$ cat src/hdl/pfpu_pkg.sv
// ----------------------------------------------------------------------------
// pfpu_pkg
// Shared types, codes and pixel format helpers for the pixel format unit.
// ----------------------------------------------------------------------------
package pfpu_pkg;

  localparam int PALETTE_ENTRIES_DEF  = 256;
  localparam int RESERVED_ENTRIES_DEF = 16;
  localparam int COUNT_BITS_DEF       = 22;

  localparam logic [14:0] COARSE_DROP = 15'h0C63;

  localparam logic [1:0] DEPTH_PAL = 2'd0;
  localparam logic [1:0] DEPTH_555 = 2'd1;
  localparam logic [1:0] DEPTH_565 = 2'd2;
  localparam logic [1:0] DEPTH_24  = 2'd3;

  localparam logic [1:0] MODE_WRITE = 2'd0;
  localparam logic [1:0] MODE_READ  = 2'd1;
  localparam logic [1:0] MODE_LOAD  = 2'd2;

  typedef enum logic [1:0] {
    CMD_NONE  = 2'd0,
    CMD_DEC   = 2'd1,
    CMD_LOAD  = 2'd2,
    CMD_APPLY = 2'd3
  } cell_op_t;

  typedef struct packed {
    cell_op_t    op;
    logic [7:0]  idx;
    logic [14:0] color;
    logic        set_color;
  } cell_cmd_t;

  typedef struct packed {
    logic        valid;
    logic        m_found;
    logic [7:0]  m_idx;
    logic        f_found;
    logic [7:0]  f_idx;
    logic [14:0] rd_color;
  } wave_t;

  function automatic logic [14:0] to555(input logic [23:0] c);
    return {c[23:19], c[15:11], c[7:3]};
  endfunction

  function automatic logic [15:0] to565(input logic [23:0] c);
    return {c[23:19], c[15:10], c[7:3]};
  endfunction

  function automatic logic [23:0] from555(input logic [14:0] w);
    return {w[14:10], 3'b000, w[9:5], 3'b000, w[4:0], 3'b000};
  endfunction

  function automatic logic [23:0] from565(input logic [15:0] w);
    return {w[15:11], 3'b000, w[10:5], 2'b00, w[4:0], 3'b000};
  endfunction

endpackage

$ cat src/hdl/pfpu_cell.sv
// ----------------------------------------------------------------------------
// pfpu_cell
// One palette entry: color, use count and one stage of the search wave.
// ----------------------------------------------------------------------------
module pfpu_cell
  import pfpu_pkg::*;
#(
  parameter int CELL_IDX         = 0,
  parameter int RESERVED_ENTRIES = RESERVED_ENTRIES_DEF,
  parameter int COUNT_BITS       = COUNT_BITS_DEF
) (
  input  logic        clk,
  input  logic        rst_n,
  input  cell_cmd_t   cmd,
  input  logic [14:0] key,
  input  logic [7:0]  rd_idx,
  input  wave_t       wave_in,
  output wave_t       wave_out
);

  localparam logic [7:0]            MY_IDX    = CELL_IDX[7:0];
  localparam logic                  FREE_OK   = (CELL_IDX >= RESERVED_ENTRIES);
  localparam logic [COUNT_BITS-1:0] COUNT_MAX = {COUNT_BITS{1'b1}};

  logic [14:0]           color_r;
  logic [COUNT_BITS-1:0] count_r;
  wave_t                 wave_r;
  wave_t                 wave_nxt;
  logic                  hit;

  assign hit = (cmd.idx == MY_IDX);

  always_ff @(posedge clk) begin
    if (!rst_n) begin
      color_r <= '0;
      count_r <= '0;
    end else begin
      case (cmd.op)
        CMD_DEC: begin
          if (hit && count_r != '0) count_r <= count_r - 1'b1;
        end
        CMD_LOAD: begin
          if (hit) begin
            color_r <= cmd.color;
            count_r <= '0;
          end
        end
        CMD_APPLY: begin
          if (hit) begin
            if (cmd.set_color) color_r <= cmd.color;
            if (count_r != COUNT_MAX) count_r <= count_r + 1'b1;
          end
        end
        default: ;
      endcase
    end
  end

  always_comb begin
    wave_nxt = wave_in;
    if (wave_in.valid) begin
      if (!wave_in.m_found && color_r == key) begin
        wave_nxt.m_found = 1'b1;
        wave_nxt.m_idx   = MY_IDX;
      end
      if (FREE_OK && !wave_in.f_found && count_r == '0) begin
        wave_nxt.f_found = 1'b1;
        wave_nxt.f_idx   = MY_IDX;
      end
      if (rd_idx == MY_IDX) wave_nxt.rd_color = color_r;
    end
  end

  always_ff @(posedge clk) begin
    if (!rst_n) begin
      wave_r <= '0;
    end else begin
      wave_r <= wave_nxt;
    end
  end

  assign wave_out = wave_r;

endmodule
$ cat config.mk
export PLATFORM = sky130hd
export DESIGN_NAME = pfpu_cell
export DESIGN_NICKNAME = d
export VERILOG_FILES = /design/src/hdl/pfpu_pkg.sv /design/src/hdl/pfpu_cell.sv
export SDC_FILE = /design/constraint.sdc
export NUM_CORES = 1
export LEC_CHECK = 0
export ABC_CLOCK_PERIOD_IN_PS = 2640
export BUFFER_PORTS_ARGS = -buffer_cell sky130_fd_sc_hd__buf_2
export CAP_MARGIN = 20
export CORE_UTILIZATION = 45
export CTS_BUF_LIST = sky130_fd_sc_hd__clkbuf_8
export CTS_CLUSTER_DIAMETER = 100
export DETAILED_ROUTE_END_ITERATION = 10
export GPL_ROUTABILITY_DRIVEN = 0
export GPL_TIMING_DRIVEN = 0
export PLACE_DENSITY_LB_ADDON = 0.08
export SYNTH_ARGS = -nofsm -noshare
export SYNTH_HDL_FRONTEND = slang
export SYNTH_SLANG_ARGS = --single-unit
export TNS_END_PERCENT = 50
$ cat constraint.sdc
create_clock -name clk -period 2.64 [get_ports clk]
set_input_delay 0.66 -clock clk [delete_from_list [all_inputs] [get_ports clk]]
set_output_delay 0.66 -clock clk [all_outputs]
set_load 0.005 [all_outputs]
==> results.sh <==
export IMPL_status="completed"
export IMPL_powerDensity_mw_per_mm2=515.9
export IMPL_timing_slew_headroom_pct=64.41
export IMPL_path_max_fanout=10
export IMPL_grt_overflow=0
export IMPL_setup_viol=0
export IMPL_synth_area_leader_cell="dfxtp_1"
export IMPL_synth_commonest_cells="dfxtp_1 (49), nor2b_1 (31), mux2i_1 (30)"
export IMPL_crit_required_ns=2.84
export IMPL_nNetsFinal=382
export IMPL_ys_types=19
export IMPL_vias=1597
export IMPL_initial_core_util_pct=47.43
export IMPL_ctsResizeCount=0
export IMPL_r2r_slack_ns=1.10
export IMPL_antenna_found_initial=0
export IMPL_synth_edf_count=0
export IMPL_reg2reg_depth=4
export IMPL_ys_seq_area_share_pct=50.98
export IMPL_cts_root_buf="clkbuf_8"
export IMPL_fin_util_pct=65.65
export IMPL_clk_latency_ns=0.30
export IMPL_r2r_end="wave_out[27]$_SDFF_PN0_"
export IMPL_endpoint_kind="flip-flop"
export IMPL_fin_crit_sh_pct=63.41
export IMPL_slew_viol_final=0
export IMPL_cts_hold_buf=0
export IMPL_layout_drive_gt1_share_pct=44.30
export IMPL_synth_area_leaders="dfxtp_1 (51%), mux2i_1 (16%), nor2b_1 (10%)"
export IMPL_min_period_ns=1.674
export IMPL_p_comb_share_pct=11.5
export IMPL_dp_final_hpwl_um=3187
export IMPL_hold_depth=2
export IMPL_cp_arrival_ns=1.87
export IMPL_min_from="wave_in[20]"
export IMPL_grt_pass1_wl_um=6479
export IMPL_worst_slew_pin_transition_ns=0.5298
export IMPL_hp_class="in2reg"
export IMPL_seq_power_share_pct=56.1
export IMPL_post_cts_setup_buffers=0
export IMPL_rows=23
export IMPL_synthesis_area_mm2=0.001924
export IMPL_ir_drop_mv=0.2889
export IMPL_pwr_share_clk_pct=32.4
export IMPL_synth_cells=173
export IMPL_syn_nets=258
export IMPL_netSwitchingPower_uw=326.5
export IMPL_drt_iter0_drc=57
export IMPL_synth_seq_cells=49
export IMPL_leakagePower_nw=1.436
export IMPL_syn_to_final_growth_pct=38.43
export IMPL_wire_per_inst_um=12.09
export IMPL_io_pins=119
export IMPL_r2r_start="color_r[5]$_SDFFE_PN0P_"
export IMPL_swShare_pct=23.75
export IMPL_synth_avg_cell_area_um2=11.12
export IMPL_yosysMostFrequentCell="dfxtp_1"
export IMPL_drc_errors=0
export IMPL_num_antenna_cells=0
export IMPL_drtAntennaViolNets=0
export IMPL_portBuffers=117
export IMPL_cts_buffers=5
export IMPL_synth_top_area_share_pct=50.98
export IMPL_clk_path_buf_depth=2
export IMPL_grt_max_degree=17
export IMPL_die_area_mm2=0.004542
export IMPL_yosysWarnings=0
export IMPL_finalSetupTns_ns=0
export IMPL_routed_wirelength_um=4206
export IMPL_crit_type="in2reg"
export IMPL_rsz0062_at_grt="false"
export IMPL_grt_usage_pct=19.69
export IMPL_p_int_mw=1.048
export IMPL_path_clk_slew_ns=0.09
export IMPL_grt_pass1_vias=1456
export IMPL_core_mm2=0.004058
export IMPL_synthFlopType="dfxtp_1"
export IMPL_cts_tree="built"
export IMPL_async_reset_ff_share_pct=0
export IMPL_numClockSinks=49
export IMPL_dieWidth_um=67.40
export IMPL_fmax_mhz=597.3
export IMPL_h_tree_depth=2
export IMPL_dr_pass1_iters=4
export IMPL_hold_viol_final=0
export IMPL_start_kind="input port"
export IMPL_fin_worst_skew_ns=0.005860
export IMPL_viasPerCell=4.589
export IMPL_die_h_um=67.40
export IMPL_maxCapViolations=0
export IMPL_holdPathEnd="wave_out[20]$_SDFF_PN0_"
-- worst max path at each step --
| stage | start | endpoint | slack, ns | cells after the start |
|---|---|---|---|---|
| 2_1_floorplan | cmd[18] | color_r[0]$_SDFFE_PN0P_ | 0.95 | 5 |
| 3_3_place_gp | rd_idx[4] | wave_out[11]$_SDFF_PN0_ | 0.66 | 6 |
| 3_5_place_dp | rd_idx[4] | wave_out[7]$_SDFF_PN0_ | 0.65 | 6 |
| 4_1_cts | rd_idx[4] | wave_out[7]$_SDFF_PN0_ | 0.97 | 6 |
| 5_1_grt | key[8] | wave_out[24]$_SDFF_PN0_ | 0.87 | 5 |
| 6_report | rd_idx[4] | wave_out[7]$_SDFF_PN0_ | 0.97 | 6 |
-- layout by cell type, fill, tap and decap left out, drive strengths merged --
cell	netlist	layout
nor4	2	2
xnor2	15	15
a21oi	8	8
dfxtp	49	49
mux2i	30	30
o21a	1	1
nand4	4	4
nor3	2	2
and2	10	10
nand3	1	1
nor2	1	1
nor4b	1	1
inv	2	2
nand2	8	8
clkbuf	5	10
nor2b	31	31
clkinv	0	3
buf	2	119
o2111ai	1	1
-- critical path, cell delays in order --
cell     delay (ns)
buf_2          0.10
nor4b_2        0.34
nand3_2        0.26
buf_4          0.28
mux2i_1        0.17
nor2b_1        0.06
-- final cells by class --
cell class	count	area, µm²
Fill cell	375	1394
Sequential cell	49	980.9
Multi-Input combinational cell	115	898.4
Timing Repair Buffer	117	585.6
Clock buffer	5	68.82
Tap cell	50	62.56
Buffer	7	37.54
Clock inverter	3	22.52
Inverter	2	7.507
-- per-layer routing --
layer | vias up | track usage (%) | part of all wire, %
met4 | 0 | 7.979 | 1.3
met1 | 705 | 23.54 | 44
li1 | 820 | - | -
met3 | 6 | 6.757 | 7.6
met5 | - | 0 | 0
met2 | 66 | 32.13 | 47
-- logic make-up after synthesis --
family	Yosys count	share of synthesized area, %
simple gates	60	20.42
mux	30	15.60
flops	49	50.98
compound gates	10	3.837
xor+xnor	15	6.827
buf+inv	9	2.341
-- sequential cells by signal (all words and copies together), names as in the netlist --
register	count
wave_out	34
color_r	15
-- power by group through the flow --
stage	combinational (mW)	sequential (mW)	clock, mW
6_report	0.157	0.772	0.445
5_1_grt	0.176	0.775	0.492
4_1_cts	0.159	0.772	0.461
3_5_place_dp	0.159	0.789	0
3_3_place_gp	0.156	0.789	0
2_1_floorplan	0.0540	0.795	0
-- metrics by stage --
step | hold WS (ns) | instance area (µm²) | instances | power [mW] | setup WS [ns]
2_1_floorplan | 0.5204 | 1924 | 173 | 0.8488 | 0.9505
3_3_place_gp | 0.5328 | 2572 | 340 | 0.9452 | 0.6574
3_5_place_dp | 0.5459 | 2572 | 340 | 0.9482 | 0.6536
4_1_cts | 0.5462 | 2664 | 348 | 1.392 | 0.9702
5_1_grt | 0.5364 | 2664 | 348 | 1.443 | 0.8725
6_report | 0.5542 | 2664 | 348 | 1.374 | 0.9659
No activity file was read; power rests on OpenSTA's default activity.
